<file path="src/rtl/positional_list_store_macros.svh">
// ----------------------------------------------------------------------------
// positional_list_store_macros
// Assertion macros used by the positional list store top level.
// ----------------------------------------------------------------------------
`ifndef POSITIONAL_LIST_STORE_MACROS_SVH
`define POSITIONAL_LIST_STORE_MACROS_SVH

// Same-cycle implication, checked on clk, off during reset.
`define PLS_ASSERT_IMP(lbl, ante, cons) \
  lbl: assert property (@(posedge clk) disable iff (!rst_n) (ante) |-> (cons)) \
    else $error("positional_list_store: assertion failed");

// Next-cycle implication, checked on clk, off during reset.
`define PLS_ASSERT_NXT(lbl, ante, cons) \
  lbl: assert property (@(posedge clk) disable iff (!rst_n) (ante) |=> (cons)) \
    else $error("positional_list_store: assertion failed");

`endif

</file>
<file path="src/rtl/pls_pkg.sv">
// ----------------------------------------------------------------------------
// pls_pkg
// Types, codes and widths shared by the positional list store.
// ----------------------------------------------------------------------------
package pls_pkg;

  localparam int DEPTH_DEF = 64;
  localparam int OP_W      = 2;
  localparam int POS_W     = 16;
  localparam int VAL_W     = 64;
  localparam int ST_W      = 2;
  localparam int IN_W      = 80;

  localparam logic [OP_W-1:0] OP_INSERT = 2'd0;
  localparam logic [OP_W-1:0] OP_REMOVE = 2'd1;
  localparam logic [OP_W-1:0] OP_READ   = 2'd2;

  localparam logic [ST_W-1:0] ST_OK    = 2'd0;
  localparam logic [ST_W-1:0] ST_FULL  = 2'd1;
  localparam logic [ST_W-1:0] ST_RANGE = 2'd2;

  typedef struct packed {
    logic [OP_W-1:0]  op;
    logic [POS_W-1:0] pos;
    logic [VAL_W-1:0] value;
  } cmd_t;

  typedef struct packed {
    logic [VAL_W-1:0] data;
    logic [ST_W-1:0]  status;
  } res_t;

endpackage

</file>
<file path="src/rtl/pls_engine.sv">
// ----------------------------------------------------------------------------
// pls_engine
// Element memory and shift sequencer: elements are moved one at a time
// through a single write port and a registered read port.
// ----------------------------------------------------------------------------
module pls_engine #(
  parameter int DEPTH = pls_pkg::DEPTH_DEF
) (
  input  logic                         clk,
  input  logic                         rst_n,
  input  logic                         cmd_valid,
  output logic                         cmd_ready,
  input  pls_pkg::cmd_t                cmd,
  output logic                         res_valid,
  input  logic                         res_ready,
  output pls_pkg::res_t                res,
  output logic [$clog2(DEPTH+1)-1:0]   res_len
);
  import pls_pkg::*;

  localparam int AW = $clog2(DEPTH);
  localparam int CW = $clog2(DEPTH+1);

  localparam logic [2:0] S_IDLE   = 3'd0;
  localparam logic [2:0] S_INS    = 3'd1;
  localparam logic [2:0] S_INS_WR = 3'd2;
  localparam logic [2:0] S_REM_CP = 3'd3;
  localparam logic [2:0] S_REM    = 3'd4;
  localparam logic [2:0] S_REM_WR = 3'd5;
  localparam logic [2:0] S_RD_CP  = 3'd6;
  localparam logic [2:0] S_DONE   = 3'd7;

  logic [VAL_W-1:0] mem [DEPTH];
  logic [VAL_W-1:0] rd_q;

  logic [2:0]       state_r, state_nxt;
  logic [CW-1:0]    cnt_r, cnt_nxt;
  logic [AW-1:0]    idx_r, idx_nxt;
  logic [AW-1:0]    pos_r, pos_nxt;
  logic [VAL_W-1:0] val_r, val_nxt;
  logic [VAL_W-1:0] data_r, data_nxt;
  logic [ST_W-1:0]  st_r, st_nxt;

  logic             mem_we;
  logic [AW-1:0]    mem_wa;
  logic [AW-1:0]    mem_ra;
  logic [VAL_W-1:0] mem_wd;

  logic [POS_W-1:0] cnt_ext;
  logic [POS_W-1:0] last_ext;
  logic [AW-1:0]    ins_pos;
  logic [AW-1:0]    rem_pos;
  logic             full;

  assign full     = (cnt_r == CW'(DEPTH));
  assign cnt_ext  = POS_W'(cnt_r);
  assign last_ext = POS_W'(cnt_r - CW'(1));
  assign ins_pos  = (cmd.pos > cnt_ext) ? cnt_r[AW-1:0] : cmd.pos[AW-1:0];
  assign rem_pos  = (cmd.pos > last_ext) ? last_ext[AW-1:0] : cmd.pos[AW-1:0];

  assign cmd_ready  = (state_r == S_IDLE);
  assign res_valid  = (state_r == S_DONE);
  assign res.data   = data_r;
  assign res.status = st_r;
  assign res_len    = cnt_r;

  always_comb begin
    state_nxt = state_r;
    cnt_nxt   = cnt_r;
    idx_nxt   = idx_r;
    pos_nxt   = pos_r;
    val_nxt   = val_r;
    data_nxt  = data_r;
    st_nxt    = st_r;
    mem_we    = 1'b0;
    mem_wa    = idx_r;
    mem_wd    = rd_q;
    mem_ra    = idx_r;
    case (state_r)
      S_IDLE: begin
        if (cmd_valid) begin
          data_nxt = '0;
          val_nxt  = cmd.value;
          st_nxt   = ST_OK;
          case (cmd.op)
            OP_INSERT: begin
              if (full) begin
                st_nxt    = ST_FULL;
                state_nxt = S_DONE;
              end else begin
                idx_nxt   = cnt_r[AW-1:0];
                pos_nxt   = ins_pos;
                state_nxt = S_INS;
              end
            end
            OP_REMOVE: begin
              if (cnt_r == '0) begin
                st_nxt    = ST_RANGE;
                state_nxt = S_DONE;
              end else begin
                mem_ra    = rem_pos;
                idx_nxt   = rem_pos;
                state_nxt = S_REM_CP;
              end
            end
            OP_READ: begin
              if (cmd.pos >= cnt_ext) begin
                st_nxt    = ST_RANGE;
                state_nxt = S_DONE;
              end else begin
                mem_ra    = cmd.pos[AW-1:0];
                state_nxt = S_RD_CP;
              end
            end
            default: begin
              st_nxt    = ST_RANGE;
              state_nxt = S_DONE;
            end
          endcase
        end
      end
      S_INS: begin
        if (idx_r == pos_r) begin
          mem_we    = 1'b1;
          mem_wd    = val_r;
          cnt_nxt   = cnt_r + CW'(1);
          state_nxt = S_DONE;
        end else begin
          mem_ra    = idx_r - AW'(1);
          state_nxt = S_INS_WR;
        end
      end
      S_INS_WR: begin
        mem_we    = 1'b1;
        idx_nxt   = idx_r - AW'(1);
        state_nxt = S_INS;
      end
      S_REM_CP: begin
        data_nxt  = rd_q;
        state_nxt = S_REM;
      end
      S_REM: begin
        if ((CW+1)'(idx_r) + (CW+1)'(1) < (CW+1)'(cnt_r)) begin
          mem_ra    = idx_r + AW'(1);
          state_nxt = S_REM_WR;
        end else begin
          cnt_nxt   = cnt_r - CW'(1);
          state_nxt = S_DONE;
        end
      end
      S_REM_WR: begin
        mem_we    = 1'b1;
        idx_nxt   = idx_r + AW'(1);
        state_nxt = S_REM;
      end
      S_RD_CP: begin
        data_nxt  = rd_q;
        state_nxt = S_DONE;
      end
      S_DONE: begin
        if (res_ready) begin
          state_nxt = S_IDLE;
        end
      end
      default: begin
        state_nxt = S_IDLE;
      end
    endcase
  end

  always_ff @(posedge clk) begin
    if (mem_we) begin
      mem[mem_wa] <= mem_wd;
    end
    rd_q <= mem[mem_ra];
  end

  always_ff @(posedge clk) begin
    if (!rst_n) begin
      state_r <= S_IDLE;
      cnt_r   <= '0;
    end else begin
      state_r <= state_nxt;
      cnt_r   <= cnt_nxt;
    end
  end

  always_ff @(posedge clk) begin
    idx_r  <= idx_nxt;
    pos_r  <= pos_nxt;
    val_r  <= val_nxt;
    data_r <= data_nxt;
    st_r   <= st_nxt;
  end

endmodule

</file>
<file path="src/rtl/positional_list_store.sv">
// Path from input transfer to out_tvalid: the engine sequencer, then the output register;
//   insert and remove shift the elements from the position on, one at a time.
// Throughput: one command at a time; the element memory, with one write port and a
//   registered read port, moves one element at a time.
// Reset: synchronous, active low; clears the element count, the sequencer and
//   the output valid; element memory is left as is and needs no clearing pass.
// ----------------------------------------------------------------------------
// positional_list_store
// Ordered list of signed 64-bit values with insert, remove and read by position.
// ----------------------------------------------------------------------------
`include "positional_list_store_macros.svh"

module positional_list_store #(
  parameter int DEPTH = pls_pkg::DEPTH_DEF
) (
  input  logic                                        clk,
  input  logic                                        rst_n,
  input  logic                                        in_tvalid,
  output logic                                        in_tready,
  // position [15:0], value [79:16]
  input  logic [pls_pkg::IN_W-1:0]                    in_tdata,
  // operation [1:0]
  input  logic [pls_pkg::OP_W-1:0]                    in_tuser,
  output logic                                        out_tvalid,
  input  logic                                        out_tready,
  // data [63:0], length [63+clog2(DEPTH+1):64], zero fill above
  output logic [((pls_pkg::VAL_W+$clog2(DEPTH+1)+7)/8)*8-1:0] out_tdata,
  // status [1:0]
  output logic [pls_pkg::ST_W-1:0]                    out_tuser
);
  import pls_pkg::*;

  localparam int CW    = $clog2(DEPTH+1);
  localparam int OUT_W = ((VAL_W + CW + 7) / 8) * 8;

  cmd_t          cmd;
  res_t          res;
  logic          cmd_ready;
  logic          res_valid;
  logic          res_ready;
  logic [CW-1:0] res_len;

  logic             out_valid_r, out_valid_nxt;
  logic [VAL_W-1:0] out_data_r;
  logic [CW-1:0]    out_len_r;
  logic [ST_W-1:0]  out_st_r;

  assign cmd.op    = in_tuser;
  assign cmd.pos   = in_tdata[POS_W-1:0];
  assign cmd.value = in_tdata[POS_W +: VAL_W];
  assign in_tready = cmd_ready;

  pls_engine #(
    .DEPTH (DEPTH)
  ) u_engine (
    .clk       (clk),
    .rst_n     (rst_n),
    .cmd_valid (in_tvalid),
    .cmd_ready (cmd_ready),
    .cmd       (cmd),
    .res_valid (res_valid),
    .res_ready (res_ready),
    .res       (res),
    .res_len   (res_len)
  );

  // load the output stage when empty or draining this cycle
  assign res_ready = !out_valid_r || out_tready;

  always_comb begin
    out_valid_nxt = out_valid_r;
    if (res_valid && res_ready) begin
      out_valid_nxt = 1'b1;
    end else if (out_tready) begin
      out_valid_nxt = 1'b0;
    end
  end

  always_ff @(posedge clk) begin
    if (!rst_n) begin
      out_valid_r <= 1'b0;
    end else begin
      out_valid_r <= out_valid_nxt;
    end
  end

  always_ff @(posedge clk) begin
    if (res_valid && res_ready) begin
      out_data_r <= res.data;
      out_len_r  <= res_len;
      out_st_r   <= res.status;
    end
  end

  assign out_tvalid = out_valid_r;
  assign out_tdata  = OUT_W'({out_len_r, out_data_r});
  assign out_tuser  = out_st_r;

  `PLS_ASSERT_NXT(a_busy_after_cmd, in_tvalid && in_tready, !in_tready)
  `PLS_ASSERT_IMP(a_len_bound, 1'b1, res_len <= CW'(DEPTH))
  `PLS_ASSERT_IMP(a_full_len, out_tvalid && out_st_r == ST_FULL, out_len_r == CW'(DEPTH))
  `PLS_ASSERT_IMP(a_fail_zero, out_tvalid && out_st_r != ST_OK, out_data_r == '0)

endmodule
</file>
<file path="config.mk">
export PLATFORM = sky130hd
export DESIGN_NAME = positional_list_store
export DESIGN_NICKNAME = d
export VERILOG_FILES = /design/src/rtl/pls_pkg.sv /design/src/rtl/pls_engine.sv /design/src/rtl/positional_list_store.sv
export VERILOG_INCLUDE_DIRS = /design/src /design/src/rtl
export SDC_FILE = /design/constraint.sdc
export NUM_CORES = 2
export LEC_CHECK = 0
export ABC_AREA = 0
export BUFFER_PORTS_ARGS = -buffer_cell sky130_fd_sc_hd__buf_2
export CAP_MARGIN = 20
export CORE_MARGIN = 2
export CORE_UTILIZATION = 30
export CTS_CLUSTER_SIZE = 10
export DETAILED_ROUTE_END_ITERATION = 6
export GPL_TIMING_DRIVEN = 0
export PLACE_DENSITY_LB_ADDON = 0.12
export SYNTH_ARGS = -nofsm -noshare
export SYNTH_HDL_FRONTEND = slang
export SYNTH_SLANG_ARGS = --single-unit
</file>
<file path="constraint.sdc">
create_clock -name clk -period 5.05 [get_ports clk]
set_clock_uncertainty 0.05 [all_clocks]
set_input_delay 1.01 -clock clk [delete_from_list [all_inputs] [get_ports clk]]
set_output_delay 1.01 -clock clk [all_outputs]
set_load 0.01 [all_outputs]
</file>
* Word-level counts from Yosys, hierarchy flattened
Memory sizes are Yosys's and may differ from the RTL's. A register that Yosys moved wholly into a read port is not among the register bits.
Cells that the tools add are included.
** Cells by class
- Add/sub/neg operators :: 6
- $lt $le $gt $ge :: 4
- Eq/ne operators :: 17
- Mux-type cells :: 39
- Bitwise logic cells :: 1
- Reductions and logical operators :: 19
** Operators with widths (count)
- two-way mux 64 bit :: 3
- one-hot mux 64 bit (2 select lines) :: 1
- two-way mux 6 bit :: 9
- one-hot mux 6 bit (3 select lines) :: 2
- one-hot mux 6 bit (2 select lines) :: 2
- one-hot mux 3 bit (7 select lines) :: 1
- greater-or-equal comparator 16 x 7 -> 1 bit :: 1
- > comparator 16 bit :: 1
- > comparator 16 x 7 -> 1 bit :: 1
- two-way mux 3 bit :: 5
- two-way mux 7 bit :: 2
- one-hot mux 7 bit (2 select lines) :: 1
- == test 3 bit, second input constant :: 4
- one-hot mux 3 bit (3 select lines) :: 1
- less-than comparator 8 x 7 -> 1 bit :: 1
- AND reduction 4 bit :: 2
- subtractor 7 x 1 -> 8 bit, second input constant :: 1
- adder 6 x 1 -> 7 bit, second input constant :: 1
- adder 7 x 1 -> 7 bit, second input constant :: 1
- == test 7 bit, second input constant :: 1
- logical NOT 7 bit :: 1
- two-way mux 1 bit :: 7
- subtractor 7 x 1 -> 7 bit, second input constant :: 1
- adder 6 x 1 -> 6 bit, second input constant :: 1
- other kinds (24) :: 35
** Word-level totals
- Flip-flop bits (word level) :: 226
- RAM bits :: 4096
- Input port bits :: 86
- Logic and storage cells :: 98
- Memories :: 1
** Memory list
- u_engine.mem :: words 64, width 64, read ports 1, clocked after memory_dff 1, write ports 1, RTL line pls_engine.sv:33 : logic [VAL_W-1:0] mem [DEPTH];

* Depth between registers and ports, before layout
- Depth after elaboration :: 7
- Mapped depth :: 24

* Modules after synthesis
From an unflattened synthesis, not the netlist that was laid out.
** Unflattened totals
- Cells, all modules :: 9138
- Area total of the unflattened synthesis :: 170056.8 µm²
** By module, submodules not included
- pls_engine :: times used 1, cells each 9058, area each 167795.9 µm², sequential area each 128743.5 µm²
- positional_list_store :: times used 1, cells each 80, area each 2260.9 µm², sequential area each 2212.1 µm²

* Worst setup path after synthesis
OpenSTA, ideal clock, no wires.
- Path kind :: reg-to-reg
- Start point :: reg u_engine.idx_r[4]
- End point :: mem u_engine.mem[47][0], enable pin
- Data arrival time :: 4426 ps
- Data required time :: 4513 ps
- Path slack :: 87 ps
- Cell stages (with the launch flop) :: 8
- Path buffers :: 1
- Period minus slack after synthesis :: 4963 ps
- Cells stage by stage :: edfxtp_1 -> buf_2 -> xor2_1 -> nor4_4 -> a31oi_1 -> nor2b_1 -> nand3_1 -> nor2_1
** On the way
- Word-level cells in the longest chain between the ends :: 5
** RTL lines
- start: declaration :: RTL line pls_engine.sv:38 : logic [AW-1:0] idx_r, idx_nxt;
- start signal: assignment :: RTL line pls_engine.sv:189 : idx_r <= idx_nxt;
- == test 6 bit :: RTL line pls_engine.sv:123 : if (idx_r == pos_r) begin
- two-way mux 1 bit :: RTL line pls_engine.sv:123
- one-hot mux 1 bit (2 select lines) :: RTL line pls_engine.sv:79 : case (state_r)
- two-way mux 1 bit :: RTL line pls_engine.sv:172 : if (mem_we) begin
- two-way mux 1 bit (implied by the code) :: RTL line pls_engine.sv:173 : mem[mem_wa] <= mem_wd;
- end: declaration :: RTL line pls_engine.sv:33
Parallel ways exist; a longest one is shown, timed or not.

* Worst setup path after layout
- Start point :: reg u_engine.cnt_r[2] (netlist: u_engine.res_len[2])
- End point :: reg u_engine.rd_q[59], read port of u_engine.mem
** On the way
- Word-level cells in the longest chain between the ends :: 7
- Elaborated cells on any way between the ends :: 12
- Those cells by class :: 1 x add/sub; 3 x order compare; 7 x mux; 1 x reduce/logical
** RTL lines
- start: declaration :: RTL line pls_engine.sv:37 : logic [CW-1:0] cnt_r, cnt_nxt;
- start signal: assignment :: RTL line pls_engine.sv:184 : cnt_r <= cnt_nxt;
- subtractor 7 x 1 -> 8 bit :: RTL line pls_engine.sv:57 : assign last_ext = POS_W'(cnt_r - CW'(1));
- > comparator 16 bit :: RTL line pls_engine.sv:59 : assign rem_pos = (cmd.pos > last_ext) ? last_ext[AW-1:0] : cmd.pos[AW-1:0];
- two-way mux 6 bit :: RTL line pls_engine.sv:59
- two-way mux 6 bit
- one-hot mux 6 bit (2 select lines) :: RTL line pls_engine.sv:85 : case (cmd.op)
- two-way mux 6 bit :: RTL line pls_engine.sv:81 : if (cmd_valid) begin
- one-hot mux 6 bit (3 select lines) (*) :: RTL line pls_engine.sv:79
- end: declaration :: RTL line pls_engine.sv:34 : logic [VAL_W-1:0] rd_q;
Mark *: on every way between the ends. The rest lies on a longest branch, timed or not.
A chain may end at the register's enable or synchronous reset.

==> flow_summary.ini <==
[outcome]
status = finished, violations left
violations = negative setup slack

[sta]
maxSlewViolCount = 0
min_period_ps = 5190
hold_violations = 0
finalCritPeriodShare = 1.03
worst_pin_slew_ps = 1120
setup_viol = 28
relSlewSlack = 0.254
worst_slack_ps = -135
grt_setup_unrepaired = yes
fmax_mhz = 193

[worst_setup_path]
cp_cell_sequence = nor3_4 > and3_4 > nand3_4 > ha_1 > a21oi_1 > o21a_1 > o22a_1 > nand3_4 > buf_4 > a21o_4 > a211oi_4 > buf_12 > buf_12 > nor2_4 > buf_6 > buf_12 > buf_12 > buf_16 > clkbuf_16 > buf_16 > a32oi_2 > a31oi_2 > a21oi_2 > and4_4
cp_slowest_cell = dfxtp_4
crit_end = u_engine.rd_q[59]
cpMostUsedCell = buf_12
rr_endpoint = u_engine.rd_q[59]
reg2reg_depth = 24
slowest_delay_ps = 370
worstSetupEndpointType = register
startpoint = u_engine.res_len[2]
reg2reg_slack_ps = -140
cp.arrival_ps = 6160
worstSetupPathType = register to register
cp_max_fo = 7
reg2reg_from = u_engine.res_len[2]
required_ps = 6020
critPathLaunchType = register

[synth]
ys_types = 75
synthArstFlopShare = 0
synth_largest_area_cell = edfxtp_1
syn_inst = 12200
postSynthAreaPerCell_um2 = 14.0
seq_area_frac_synth = 0.769
yosys.area.top_type_share = 0.760
ys.flop_type = edfxtp_1
syn_area_mm2 = 0.170
yosys_warnings = 0
yosys-top-cells-count = edfxtp_1, nand2_1, nand3_1
yosysMostFrequentCell = edfxtp_1
synth_edf_count = 4311
synth-seq-cells = 4386
yosys-top-cells-area = edfxtp_1, nand2_1, nand3_1
syn_nets = 12300

[drt]
first_pass_iters = 6
viasPerCell = 5.35
drc = 0
postRouteWirelength_mm = 752
drtAntennaViolNets = 0
dr_total_vias = 115000
wl_per_cell_um = 35.1
drtIter0Drc = 15900

[grt]
first_global_vias = 107000
overflow = 0
grt_max_degree = 65
grt_util_all_layers = 0.253
antenna_found_initial = 88
grt_pass1_wl_mm = 985

[placement]
portBuffers = 160
place_hpwl_mm = 530
gp_congestion = 0.849
dp_cells = 20200

[clocking]
cts-root-buf = clkbuf_16
clockBufferDepth = 4
numCtsBuffers = 530
cts.sink_count = 4386
cts.clk_slew.worst_paths_ps = 50
insertion_delay_ps = 1090
h-tree-depth = 6
cts_tree = done

[floorplan]
dieArea_mm2 = 0.573
die_w_um = 757
initial_core_util = 0.301
coreArea_mm2 = 0.565
row_count = 276
die_height_um = 757
io_pins = 162

[hold_path]
hold_class = input pin to register

[final_layout]
nets = 13700
area_growth_pct = 28.5
register_area_mm2 = 0.131
multi_input_area_mm2 = 0.0424
post_layout_nonfiller_instances = 21400
n_fill_cell = 53000
final_layout_size_suffix_gt1_frac = 0.223

[flow_run]
drv_cap = 0
==> cells in the final DEF (no fill, tap or decap), drive strengths merged, types with 5 or more instances in the layout <==
cell / n
and4: 43
and2: 9
o221ai: 6
a211oi: 30
diode: 56
a22oi: 176
a21o: 8
a32oi: 172
or3: 5
nand4: 95
dlygate4sd3: 31
and3: 91
ha: 41
mux2: 64
a311oi: 5
nor4: 91
nand3: 1330
dfxtp: 75
o2111ai: 5
xor2: 13
o22ai: 113
o211ai: 7
clkbuf: 1106
inv: 39
nor2b: 7
edfxtp: 4311
nor3: 10
o21ai: 29
mux2i: 338
nor2: 146
clkinv: 48
xnor2: 13
a2111oi: 20
buf: 1243
a211o: 5
a21oi: 694
a221oi: 5
a31oi: 156
nand2: 3243
==> how the worst min path moves through the flow <==
stage / start / cells after the start / to / slack, ps
2_1_floorplan: u_engine.data_r[0] / 0 / out_data_r[0] / 350
3_3_place_gp: u_engine.st_r[1] / 0 / out_tuser[1] / 350
3_5_place_dp: u_engine.data_r[45] / 0 / out_data_r[45] / 350
4_1_cts: in_tdata[52] / 1 / u_engine.val_r[36] / 0.2
5_1_grt: in_tdata[34] / 1 / u_engine.val_r[18] / 40
6_report: in_tdata[28] / 1 / u_engine.val_r[12] / 70
==> sequential cells by signal, summed over array words and instances (netlist names), 3 cells and up <==
register	flops
u_engine.idx_r	6
u_engine.res_len	7
u_engine.rd_q	64
u_engine.state_r	3
out_data_r	64
u_engine.data_r	64
out_len_r	7
u_engine.val_r	64
u_engine.mem	4096
u_engine.pos_r	6
==> kinds of logic (layout without fill, tap and decap cells) <==
kind of cell / after synthesis / after routing / share of synthesized area
muxes: 402 / 402 / 0.0241
other: 1 / 57 / 0.0000220
adders and majority gates: 42 / 42 / 0.00313
and+or+nand+nor: 5087 / 5088 / 0.128
DFF: 4386 / 4386 / 0.769
xor gates and xnor gates: 26 / 26 / 0.00134
AOI/OAI and AO/OA: 1459 / 1459 / 0.0537
buffers and inverters: 790 / 2474 / 0.0201
==> metal layers <==
metal	global-route usage	routed length, um	vias to the layer above
met5	0	122	-
met4	0.0975	32200	18
met3	0.0506	68600	1014
met2	0.389	335000	5376
met1	0.353	316000	59700
li1	-	-	48500
==> cell type report <==
| type | instances | share of cell area |
|---|---|---|
| Antenna cell | 56 | 0.000640 |
| Buffer | 749 | 0.0367 |
| Clock buffer | 741 | 0.0659 |
| Clock inverter | 72 | 0.00369 |
| Inverter | 21 | 0.000509 |
| Multi-Input combinational cell | 7018 | 0.194 |
| Sequential cell | 4386 | 0.599 |
| Tap cell | 7506 | 0.0429 |
| Timing Repair Buffer | 891 | 0.0572 |
==> worst max-delay path, delay by kind of cell, from the launching register on <==
kind | cells | cell delay, ps
compound gates | 8 | 1670
fa+ha+maj | 1 | 350
buf+inv | 9 | 1430
flops | 1 | 370
simple gates | 6 | 1120
==> per-stage QoR <==
stage / worst slack (ps) / area (um^2) / hold WS, ps / TNS [ps] / utilization
after detailed placement: -3320 / 188000 / 355 / -179720 / 0.333
after global routing: -194 / 219000 / 37.5 / -6470 / 0.387
after CTS: -280 / 215000 / 0.179 / -7060 / 0.381
after floorplan: 87.0 / 170000 / 350 / 0 / -
final: -135 / 219000 / 74.3 / -1190 / 0.387
after global placement: -6380 / 180000 / 353 / - / 0.319
==> what timing repair did <==
item | in CTS | in global routing
endpoints found under the hold margin | 31 | 0
gates resized for setup | 2275 | 565
pin swaps | 295 | 221
hold buffers | 31 | 0
setup endpoints to repair | 64 | 68
setup buffers | 221 | 112
cloned | 22 | 12
Power is not shown: default switching activity piles up to over one toggle a cycle in this logic, so the estimate is an artifact.
